### config.mk
export PLATFORM = sky130hd
export DESIGN_NAME = sha1_message_digest
export DESIGN_NICKNAME = d
export VERILOG_FILES = /design/src/rtl/sha1md_pkg.sv /design/src/rtl/sha1md_core.sv /design/src/rtl/sha1_message_digest.sv
export SDC_FILE = /design/constraint.sdc
export NUM_CORES = 2
export LEC_CHECK = 0
export BUFFER_PORTS_ARGS = -buffer_cell sky130_fd_sc_hd__buf_4
export CAP_MARGIN = 20
export CORE_MARGIN = 2
export CORE_UTILIZATION = 63
export CTS_BUF_LIST = sky130_fd_sc_hd__clkbuf_8
export CTS_CLUSTER_DIAMETER = 100
export DETAILED_ROUTE_END_ITERATION = 6
export PLACE_DENSITY = 0.78
export REMOVE_ABC_BUFFERS = 1
export SYNTH_ARGS = -nofsm -noshare
export SYNTH_HDL_FRONTEND = slang
export SYNTH_SLANG_ARGS = --single-unit
### constraint.sdc
create_clock -name clk -period 7.2 [get_ports clk]
set_input_delay 0.36 -clock clk [delete_from_list [all_inputs] [get_ports clk]]
set_output_delay 0.36 -clock clk [all_outputs]
set_load 0.02 [all_outputs]
### src/rtl/sha1md_pkg.sv
// ----------------------------------------------------------------------------
// SHA-1 message digest package
// Shared types, constants and small functions for the SHA-1 digest block.
// ----------------------------------------------------------------------------
package sha1md_pkg;

    localparam int WORD_W       = 32;
    localparam int BLOCK_WORDS  = 16;
    localparam int DIGEST_WORDS = 5;
    localparam int COUNT_W      = 61;
    localparam int RND_W        = 7;

    localparam logic [RND_W-1:0] LAST_ROUND    = 7'd79;
    localparam logic [7:0]       PAD_BYTE      = 8'h80;
    localparam logic [3:0]       LEN_HI_IDX    = 4'd14;
    localparam logic [3:0]       LEN_LO_IDX    = 4'd15;
    localparam logic [4:0]       ONE_BLK_LIMIT = 5'd14;
    localparam logic [4:0]       TWO_BLK_LIMIT = 5'd16;
    localparam logic [2:0]       LAST_WORD_IDX = 3'd4;

    typedef logic [WORD_W-1:0] word_t;
    typedef logic [DIGEST_WORDS-1:0][WORD_W-1:0] chain_t;

    // Write into the message block store.
    typedef struct packed {
        logic       en;
        logic       keep;   // OR into the existing word rather than overwrite
        logic [3:0] idx;
        word_t      data;
    } blk_wr_t;

    typedef enum logic [3:0] {
        ST_IDLE,
        ST_BLOCK,
        ST_PAD,
        ST_ZERO,
        ST_COMP1,
        ST_LEN_HI,
        ST_LEN_LO,
        ST_COMP2,
        ST_OUT
    } ctrl_state_t;

    typedef enum logic [1:0] {
        CORE_IDLE,
        CORE_ROUND,
        CORE_ADD
    } core_state_t;

    function automatic word_t init_value(input logic [2:0] idx);
        word_t v;
        case (idx)
            3'd0:    v = 32'h67452301;
            3'd1:    v = 32'hEFCDAB89;
            3'd2:    v = 32'h98BADCFE;
            3'd3:    v = 32'h10325476;
            default: v = 32'hC3D2E1F0;
        endcase
        return v;
    endfunction

    function automatic word_t round_k(input logic [RND_W-1:0] rnd);
        word_t k;
        if (rnd < 7'd20)
            k = 32'h5A827999;
        else if (rnd < 7'd40)
            k = 32'h6ED9EBA1;
        else if (rnd < 7'd60)
            k = 32'h8F1BBCDC;
        else
            k = 32'hCA62C1D6;
        return k;
    endfunction

    function automatic word_t round_f(input logic [RND_W-1:0] rnd,
                                      input word_t b, input word_t c, input word_t d);
        word_t f;
        if (rnd < 7'd20)
            f = (b & c) | (~b & d);
        else if (rnd >= 7'd40 && rnd < 7'd60)
            f = (b & c) | (b & d) | (c & d);
        else
            f = b ^ c ^ d;
        return f;
    endfunction

    // Places a byte in its big-endian lane of a word.
    function automatic word_t byte_lane(input logic [7:0] b, input logic [1:0] lane);
        word_t w;
        case (lane)
            2'd0:    w = {b, 24'h000000};
            2'd1:    w = {8'h00, b, 16'h0000};
            2'd2:    w = {16'h0000, b, 8'h00};
            default: w = {24'h000000, b};
        endcase
        return w;
    endfunction

endpackage

### src/rtl/sha1md_core.sv
// ----------------------------------------------------------------------------
// SHA-1 compression core
// Holds the 16-word message block and the chaining value, and runs one
// SHA-1 round per cycle through a single shared round unit.
// ----------------------------------------------------------------------------
module sha1md_core (
    input  logic                clk,
    input  logic                rst_n,
    input  sha1md_pkg::blk_wr_t wr,
    input  logic                go,
    input  logic                chain_init,
    output logic                done,
    output sha1md_pkg::chain_t  chain
);

    sha1md_pkg::core_state_t state_reg, state_next;
    sha1md_pkg::word_t       w_reg [sha1md_pkg::BLOCK_WORDS];
    sha1md_pkg::word_t       w_next [sha1md_pkg::BLOCK_WORDS];
    sha1md_pkg::word_t       a_reg, b_reg, c_reg, d_reg, e_reg;
    sha1md_pkg::word_t       a_next, b_next, c_next, d_next, e_next;
    logic [sha1md_pkg::RND_W-1:0] rnd_reg, rnd_next;
    sha1md_pkg::chain_t      chain_reg, chain_next;
    sha1md_pkg::word_t       w_mix, w_cur, temp;
    logic                    load, run, add;

    always_comb
    begin
        state_next = state_reg;
        case (state_reg)
            sha1md_pkg::CORE_IDLE:
            begin
                if (go)
                    state_next = sha1md_pkg::CORE_ROUND;
            end
            sha1md_pkg::CORE_ROUND:
            begin
                if (rnd_reg == sha1md_pkg::LAST_ROUND)
                    state_next = sha1md_pkg::CORE_ADD;
            end
            sha1md_pkg::CORE_ADD:
            begin
                state_next = sha1md_pkg::CORE_IDLE;
            end
            default:
            begin
                state_next = sha1md_pkg::CORE_IDLE;
            end
        endcase
    end

    always_comb
    begin
        load = 1'b0;
        run  = 1'b0;
        add  = 1'b0;
        case (state_reg)
            sha1md_pkg::CORE_IDLE:  load = go;
            sha1md_pkg::CORE_ROUND: run  = 1'b1;
            sha1md_pkg::CORE_ADD:   add  = 1'b1;
            default:                load = 1'b0;
        endcase
    end

    assign done  = add;
    assign chain = chain_reg;

    // The block store shifts down one word per round, so the schedule taps
    // always sit at fixed slots: slot 0 is w[t-16], slot 2 w[t-14] and so on.
    // After 80 rounds the slots line up with the word indexes again.
    assign w_mix = w_reg[13] ^ w_reg[8] ^ w_reg[2] ^ w_reg[0];
    assign w_cur = (rnd_reg < 7'd16) ? w_reg[0] : {w_mix[30:0], w_mix[31]};
    assign temp  = {a_reg[26:0], a_reg[31:27]}
                 + sha1md_pkg::round_f(rnd_reg, b_reg, c_reg, d_reg)
                 + e_reg + sha1md_pkg::round_k(rnd_reg) + w_cur;

    always_comb
    begin
        for (int i = 0; i < sha1md_pkg::BLOCK_WORDS; i++)
            w_next[i] = w_reg[i];
        if (run)
        begin
            for (int i = 0; i < sha1md_pkg::BLOCK_WORDS - 1; i++)
                w_next[i] = w_reg[i+1];
            w_next[sha1md_pkg::BLOCK_WORDS-1] = w_cur;
        end
        else if (wr.en)
        begin
            w_next[wr.idx] = wr.keep ? (w_reg[wr.idx] | wr.data) : wr.data;
        end
    end

    always_comb
    begin
        a_next   = a_reg;
        b_next   = b_reg;
        c_next   = c_reg;
        d_next   = d_reg;
        e_next   = e_reg;
        rnd_next = rnd_reg;
        if (load)
        begin
            a_next   = chain_reg[0];
            b_next   = chain_reg[1];
            c_next   = chain_reg[2];
            d_next   = chain_reg[3];
            e_next   = chain_reg[4];
            rnd_next = '0;
        end
        else if (run)
        begin
            a_next   = temp;
            b_next   = a_reg;
            c_next   = {b_reg[1:0], b_reg[31:2]};
            d_next   = c_reg;
            e_next   = d_reg;
            rnd_next = rnd_reg + 7'd1;
        end
    end

    always_comb
    begin
        chain_next = chain_reg;
        if (chain_init)
        begin
            for (int i = 0; i < sha1md_pkg::DIGEST_WORDS; i++)
                chain_next[i] = sha1md_pkg::init_value(3'(i));
        end
        else if (add)
        begin
            chain_next[0] = chain_reg[0] + a_reg;
            chain_next[1] = chain_reg[1] + b_reg;
            chain_next[2] = chain_reg[2] + c_reg;
            chain_next[3] = chain_reg[3] + d_reg;
            chain_next[4] = chain_reg[4] + e_reg;
        end
    end

    always_ff @(posedge clk or negedge rst_n)
    begin
        if (!rst_n)
        begin
            state_reg <= sha1md_pkg::CORE_IDLE;
            rnd_reg   <= '0;
            for (int i = 0; i < sha1md_pkg::DIGEST_WORDS; i++)
                chain_reg[i] <= sha1md_pkg::init_value(3'(i));
        end
        else
        begin
            state_reg <= state_next;
            rnd_reg   <= rnd_next;
            chain_reg <= chain_next;
        end
    end

    always_ff @(posedge clk)
    begin
        for (int i = 0; i < sha1md_pkg::BLOCK_WORDS; i++)
            w_reg[i] <= w_next[i];
        a_reg <= a_next;
        b_reg <= b_next;
        c_reg <= c_next;
        d_reg <= d_next;
        e_reg <= e_next;
    end

endmodule

### src/rtl/sha1_message_digest.sv
// ----------------------------------------------------------------------------
// SHA-1 message digest
// Byte-serial SHA-1 hash with padding and five-word digest output.
// ----------------------------------------------------------------------------
// Usage: present one beat per message byte on data_byte with byte_present
// high, and raise end_of_message on the final beat; the final beat may carry
// no byte, so an empty message is a single beat with only end_of_message.
// A beat is taken at a rising edge where start is high and busy is low.
// A byte that does not complete a 64-byte block and carries no end mark
// leaves busy low. The byte that completes a block keeps busy high while the
// round unit runs its 80 rounds, one per cycle, then adds into the chaining
// value. After the end mark the block pads the message with word writes,
// runs one or two compressions, and then shows the digest as five beats on
// consecutive cycles, H0 first, each marked by digest_valid for one cycle;
// last_word flags H4. The result side has no back-pressure. Reset returns
// the chaining value and byte count to their initial state; the message
// block store is not cleared. After the fifth digest beat the block is
// ready for the next message.
// ----------------------------------------------------------------------------
module sha1_message_digest (
    input  logic        clk,
    input  logic        rst_n,
    input  logic        start,
    output logic        busy,
    input  logic [7:0]  data_byte,
    input  logic        byte_present,
    input  logic        end_of_message,
    output logic        digest_valid,
    output logic [31:0] digest_word,
    output logic [2:0]  word_index,
    output logic        last_word
);

    sha1md_pkg::ctrl_state_t state_reg, state_next;
    logic [sha1md_pkg::COUNT_W-1:0] count_reg, count_next;
    logic [4:0]  widx_reg, widx_next;
    logic        two_blk_reg, two_blk_next;
    logic        fin_reg, fin_next;
    logic [2:0]  oidx_reg, oidx_next;
    logic        valid_reg, valid_next;
    sha1md_pkg::word_t word_reg, word_next;
    logic [2:0]  index_reg, index_next;
    logic        last_reg, last_next;

    sha1md_pkg::blk_wr_t wr;
    logic        core_go, core_done, chain_init;
    sha1md_pkg::chain_t  chain;
    logic        accept;
    logic [5:0]  pos;
    logic [4:0]  limit;

    assign busy   = (state_reg != sha1md_pkg::ST_IDLE);
    assign accept = start && !busy;
    assign pos    = count_reg[5:0];
    assign limit  = two_blk_reg ? sha1md_pkg::TWO_BLK_LIMIT : sha1md_pkg::ONE_BLK_LIMIT;

    sha1md_core u_core (
        .clk        (clk),
        .rst_n      (rst_n),
        .wr         (wr),
        .go         (core_go),
        .chain_init (chain_init),
        .done       (core_done),
        .chain      (chain)
    );

    always_comb
    begin
        state_next = state_reg;
        case (state_reg)
            sha1md_pkg::ST_IDLE:
            begin
                if (accept && byte_present && (pos == 6'd63))
                    state_next = sha1md_pkg::ST_BLOCK;
                else if (accept && end_of_message)
                    state_next = sha1md_pkg::ST_PAD;
            end
            sha1md_pkg::ST_BLOCK:
            begin
                if (core_done)
                    state_next = fin_reg ? sha1md_pkg::ST_PAD : sha1md_pkg::ST_IDLE;
            end
            sha1md_pkg::ST_PAD:
            begin
                state_next = sha1md_pkg::ST_ZERO;
            end
            sha1md_pkg::ST_ZERO:
            begin
                if (widx_reg == limit)
                    state_next = two_blk_reg ? sha1md_pkg::ST_COMP1 : sha1md_pkg::ST_LEN_HI;
            end
            sha1md_pkg::ST_COMP1:
            begin
                if (core_done)
                    state_next = sha1md_pkg::ST_ZERO;
            end
            sha1md_pkg::ST_LEN_HI:
            begin
                state_next = sha1md_pkg::ST_LEN_LO;
            end
            sha1md_pkg::ST_LEN_LO:
            begin
                state_next = sha1md_pkg::ST_COMP2;
            end
            sha1md_pkg::ST_COMP2:
            begin
                if (core_done)
                    state_next = sha1md_pkg::ST_OUT;
            end
            sha1md_pkg::ST_OUT:
            begin
                if (oidx_reg == sha1md_pkg::LAST_WORD_IDX)
                    state_next = sha1md_pkg::ST_IDLE;
            end
            default:
            begin
                state_next = sha1md_pkg::ST_IDLE;
            end
        endcase
    end

    always_comb
    begin
        wr           = '0;
        core_go      = 1'b0;
        chain_init   = 1'b0;
        count_next   = count_reg;
        widx_next    = widx_reg;
        two_blk_next = two_blk_reg;
        fin_next     = fin_reg;
        oidx_next    = oidx_reg;
        valid_next   = 1'b0;
        word_next    = word_reg;
        index_next   = index_reg;
        last_next    = last_reg;
        case (state_reg)
            sha1md_pkg::ST_IDLE:
            begin
                if (accept)
                begin
                    fin_next = end_of_message;
                    if (byte_present)
                    begin
                        wr.en      = 1'b1;
                        wr.keep    = (pos[1:0] != 2'd0);
                        wr.idx     = pos[5:2];
                        wr.data    = sha1md_pkg::byte_lane(data_byte, pos[1:0]);
                        count_next = count_reg + 61'd1;
                        core_go    = (pos == 6'd63);
                    end
                end
            end
            sha1md_pkg::ST_PAD:
            begin
                // The rest of this word is already zero: its first byte
                // overwrote the whole word earlier in this block.
                wr.en        = 1'b1;
                wr.keep      = (pos[1:0] != 2'd0);
                wr.idx       = pos[5:2];
                wr.data      = sha1md_pkg::byte_lane(sha1md_pkg::PAD_BYTE, pos[1:0]);
                widx_next    = {1'b0, pos[5:2]} + 5'd1;
                two_blk_next = (pos[5:3] == 3'b111);
            end
            sha1md_pkg::ST_ZERO:
            begin
                if (widx_reg == limit)
                begin
                    core_go = two_blk_reg;
                end
                else
                begin
                    wr.en     = 1'b1;
                    wr.idx    = widx_reg[3:0];
                    widx_next = widx_reg + 5'd1;
                end
            end
            sha1md_pkg::ST_COMP1:
            begin
                if (core_done)
                begin
                    widx_next    = '0;
                    two_blk_next = 1'b0;
                end
            end
            sha1md_pkg::ST_LEN_HI:
            begin
                wr.en   = 1'b1;
                wr.idx  = sha1md_pkg::LEN_HI_IDX;
                wr.data = count_reg[60:29];
            end
            sha1md_pkg::ST_LEN_LO:
            begin
                wr.en   = 1'b1;
                wr.idx  = sha1md_pkg::LEN_LO_IDX;
                wr.data = {count_reg[28:0], 3'b000};
                core_go = 1'b1;
            end
            sha1md_pkg::ST_COMP2:
            begin
                oidx_next = '0;
            end
            sha1md_pkg::ST_OUT:
            begin
                valid_next = 1'b1;
                word_next  = chain[oidx_reg];
                index_next = oidx_reg;
                last_next  = (oidx_reg == sha1md_pkg::LAST_WORD_IDX);
                oidx_next  = oidx_reg + 3'd1;
                if (oidx_reg == sha1md_pkg::LAST_WORD_IDX)
                begin
                    chain_init = 1'b1;
                    count_next = '0;
                end
            end
            default:
            begin
                valid_next = 1'b0;
            end
        endcase
    end

    always_ff @(posedge clk or negedge rst_n)
    begin
        if (!rst_n)
        begin
            state_reg   <= sha1md_pkg::ST_IDLE;
            count_reg   <= '0;
            widx_reg    <= '0;
            two_blk_reg <= 1'b0;
            fin_reg     <= 1'b0;
            oidx_reg    <= '0;
            valid_reg   <= 1'b0;
        end
        else
        begin
            state_reg   <= state_next;
            count_reg   <= count_next;
            widx_reg    <= widx_next;
            two_blk_reg <= two_blk_next;
            fin_reg     <= fin_next;
            oidx_reg    <= oidx_next;
            valid_reg   <= valid_next;
        end
    end

    always_ff @(posedge clk)
    begin
        word_reg  <= word_next;
        index_reg <= index_next;
        last_reg  <= last_next;
    end

    assign digest_valid = valid_reg;
    assign digest_word  = word_reg;
    assign word_index   = index_reg;
    assign last_word    = last_reg;

endmodule

==> results.toml <==
[outcome]
result_of_the_run = "complete, but fails checks"
failed_checks = "design-rule violations"

[synth]
fraction_of_the_mapped_netlist_area_in_simple_logic_gates_pct = 18.0
synthDominantAreaCellType = "sky130_fd_sc_hd__edfxtp_1"
netlist_top_cells_count = "sky130_fd_sc_hd__nand2_1, sky130_fd_sc_hd__edfxtp_1, sky130_fd_sc_hd__o21ai_0"
number_of_flops_mapped_to_enable_cells_by_yosys = 708
yosys_register_bits = 953
synthesis.yosys.warnings = 0
synth.cell_area_um2 = 59800
synth_top_family_by_area = "simple AND/OR/NAND/NOR gates"
post_synth_main_area_contributors = "sky130_fd_sc_hd__edfxtp_1, sky130_fd_sc_hd__nand2_1, sky130_fd_sc_hd__dfrtp_1"
synth-xor-area-share_pct = 4.36
post-synth-top-area-fraction_pct = 35.5
post-synth-top-count-cell = "sky130_fd_sc_hd__nand2_1"
synth_compound_gate_area_share_pct = 16.8
synth_area_per_cell_um2 = 9.18
fraction_of_synthesized_area_in_multiplexers_pct = 1.49
yosys_most_used_dff = "sky130_fd_sc_hd__edfxtp_1"
synthDistinctLibCells = 92
synth-adder-area-share_pct = 8.94
syn-instance-count = 6521
synth_async_sr_flop_share_pct = 25.7
synth_seq_area_share_pct = 45.9

[worst_setup_path]
timing.critical_path.arrival_ps = 7090
timing.critical_path.slowest_cell_delay_ps = 640
timing.critical_path.from = "u_core.rnd_reg[4]"
critical_path_peak_fanout = 64
setup.worst_path.end_class = "flop"
rr_startpoint = "u_core.rnd_reg[4]"
worst_setup_path_start_kind = "flop"
cp_data_required_time_ps = 7760
worst-setup-path-type = "reg -> reg"
slowest_stage = "sky130_fd_sc_hd__fa_1"
critPathTopFamily = "compound AO/OA/AOI/OAI gates"
worst_path_most_repeated_cell = "sky130_fd_sc_hd__fa_1"
cp_cell_sequence = "nor3_2 -> buf_12 -> o21ai_0 -> fa_1 -> inv_1 -> fa_1 -> fa_1 -> inv_1 -> ha_1 -> inv_1 -> fa_1 -> nor2b_1 -> o31a_1 -> o221a_2 -> o2111ai_1 -> buf_4 -> o211ai_1 -> a31oi_1 -> o21ai_1 -> a2111o_1 -> a31oi_1 -> xnor2_1 -> a21oi_1"
timing.critical_path.buf_inv = 5

[placement]
placedInstanceArea_um2 = 61300
place_congestion = 0.954
dp_worst_setup_slack_ps = 812
buffer_ports.inserted = 50
dp_cells = 7522
place_hpwl_um = 123000

[clock_tree]
tritoncts = "yes"
clk_latency_ps = 890
tritoncts_num_sinks = 953
cts.clk_slew.worst_paths_ps = 70
clock_tree.root_cell = "sky130_fd_sc_hd__clkbuf_8"
htree_levels = 4
cts.repair_timing.setup_buffer_count = 0
cts_max_path_buffers = 3
cts_made_buffers = 162

[sta]
setup_total_negative_slack_ps = 0
worst_relative_slew_slack_pct = 9.75
setup_clock_skew_after_layout_ps = 37.8
final-hold-violation-count = 0
final_critical_path_required_period_ps = 6540
drv_slew = 0
grt_setup_unrepaired = "no"
fmax_mhz = 153
fin_worst_hold_slack_ps = 52.1
max_slew.worst_pin.slew_ps = 1350
timing.final.setup_violations = 0
finalCritPeriodShare_pct = 90.8
final_critical_path_setup_slack_ps = 662

[route]
detail_route.wl_per_cell_um = 24.4
via_count = 51700
antenna_left = 0
detail_route.wirelength_um = 191000
via_per_inst = 6.60
first_pass_iters = 7
detail_route.iter0.violations = 8602
drc_errors = 1

[layout]
areaGrowthSynthToFinish_pct = 7.72
final_net_count = 6799
largest_register_ff_count = 512
final_design_area_no_fill_um2 = 64500
drive_gt1_share_pct = 8.59
number_of_standard_cells_in_the_layout_taps_in_and_fillers_out = 7837

[grt]
grt_pass1_vias = 49000
grt_max_degree = 232
grt-ovfl-total = 0
grt_first_pass_wirelength_um = 289000
antenna_found_initial = 5
groute.usage.overall_pct = 38.4

[min_path]
hold_path.startpoint = "start"
worstHoldPathType = "in -> reg"

[floorplan]
placement_rows = 113
fp.dieArea_um2 = 97500
die_h_um = 312
io_pins = 51
core-area_um2 = 94600
die_x_um = 312
start_util_pct = 63.3

[pwr]
p_leak_uw = 0.0269
pwr_density_cell_nw_per_um2 = 231
vdd_ir_max_mv = 0.578

[job]
max_cap_violations = 0
## routing by layer
| metal | track usage (%) | vias up | share of wire [%] |
|---|---|---|---|
| li1 | - | 22800 | - |
| met1 | 51.4 | 24600 | 37 |
| met2 | 58.4 | 3618 | 45 |
| met3 | 8.25 | 701 | 12 |
| met4 | 22.1 | 4 | 6.5 |
| met5 | 0 | - | 0.015 |
## metrics by stage
step,power [µW],utilization [%]
6_report,14900,68.2
5_1_grt,15400,68.2
4_1_cts,14800,68.1
3_5_place_dp,10100,64.8
3_3_place_gp,10100,64.8
2_1_floorplan,8820,-
## worst register-to-register path, cell delays in order (launching register included)
cell	delay, ps
sky130_fd_sc_hd__dfrtp_1	500
sky130_fd_sc_hd__nor3_2	300
sky130_fd_sc_hd__buf_12	340
sky130_fd_sc_hd__o21ai_0	430
sky130_fd_sc_hd__fa_1	640
sky130_fd_sc_hd__inv_1	50
sky130_fd_sc_hd__fa_1	450
sky130_fd_sc_hd__fa_1	500
sky130_fd_sc_hd__inv_1	40
sky130_fd_sc_hd__ha_1	200
sky130_fd_sc_hd__inv_1	90
sky130_fd_sc_hd__fa_1	210
sky130_fd_sc_hd__nor2b_1	80
sky130_fd_sc_hd__o31a_1	280
sky130_fd_sc_hd__o221a_2	280
sky130_fd_sc_hd__o2111ai_1	190
sky130_fd_sc_hd__buf_4	160
sky130_fd_sc_hd__o211ai_1	150
sky130_fd_sc_hd__a31oi_1	310
sky130_fd_sc_hd__o21ai_1	180
sky130_fd_sc_hd__a2111o_1	440
sky130_fd_sc_hd__a31oi_1	200
sky130_fd_sc_hd__xnor2_1	140
sky130_fd_sc_hd__a21oi_1	80
## placed cells by master (no fill, tap or decap), types with 176 or more instances in the layout
cell	count
sky130_fd_sc_hd__a21oi_1	314
sky130_fd_sc_hd__clkbuf_8	176
sky130_fd_sc_hd__edfxtp_1	708
sky130_fd_sc_hd__ha_1	229
sky130_fd_sc_hd__inv_1	314
sky130_fd_sc_hd__nand2_1	1756
sky130_fd_sc_hd__nand3_1	215
sky130_fd_sc_hd__nor2_1	202
sky130_fd_sc_hd__o21ai_0	653
sky130_fd_sc_hd__xnor2_1	201
## path summary, 6_finish.rpt
check,to,slack (ps),depth (start not counted)
worst min register to register,u_core.chain[101],520,2
worst max-delay path,u_core.a_reg[31],660,23
max in group asynchronous,count_reg[24],5870,3
min in group asynchronous,u_core.chain[4],80,2
worst min-delay path,count_reg[1],50,4
worst max register to register,u_core.a_reg[31],660,23
## report_power, final
part | internal [µW] | switching (µW)
Combinational | 1110 | 3090
Clock | 2320 | 2370
Sequential | 5890 | 110
## logic make-up (layout without fill, tap and decap cells)
logic type	Yosys count	count (layout)
adders and majority gates	353	353
muxes	48	48
and+or+nand+nor	2549	2549
buffers and inverters	664	709
AOI/OAI and AO/OA	1656	1656
DFF	953	953
other	0	6
xor gates and xnor gates	298	298
## final cells by class
class	count	area, µm²
Clock buffer	176	2420
Clock inverter	121	573
Multi-Input combinational cell	4904	30000
Antenna cell	6	15.0
Timing Repair Buffer	160	1400
Fill cell	7420	30100
Sequential cell	953	27500
Inverter	252	951
Tap cell	1265	1580
## repair_timing
item                      CTS  global route
resized for setup           0             0
hold endpoints to repair   69             0
hold buffers                5             0
No activity file was read; power rests on OpenSTA's default activity.
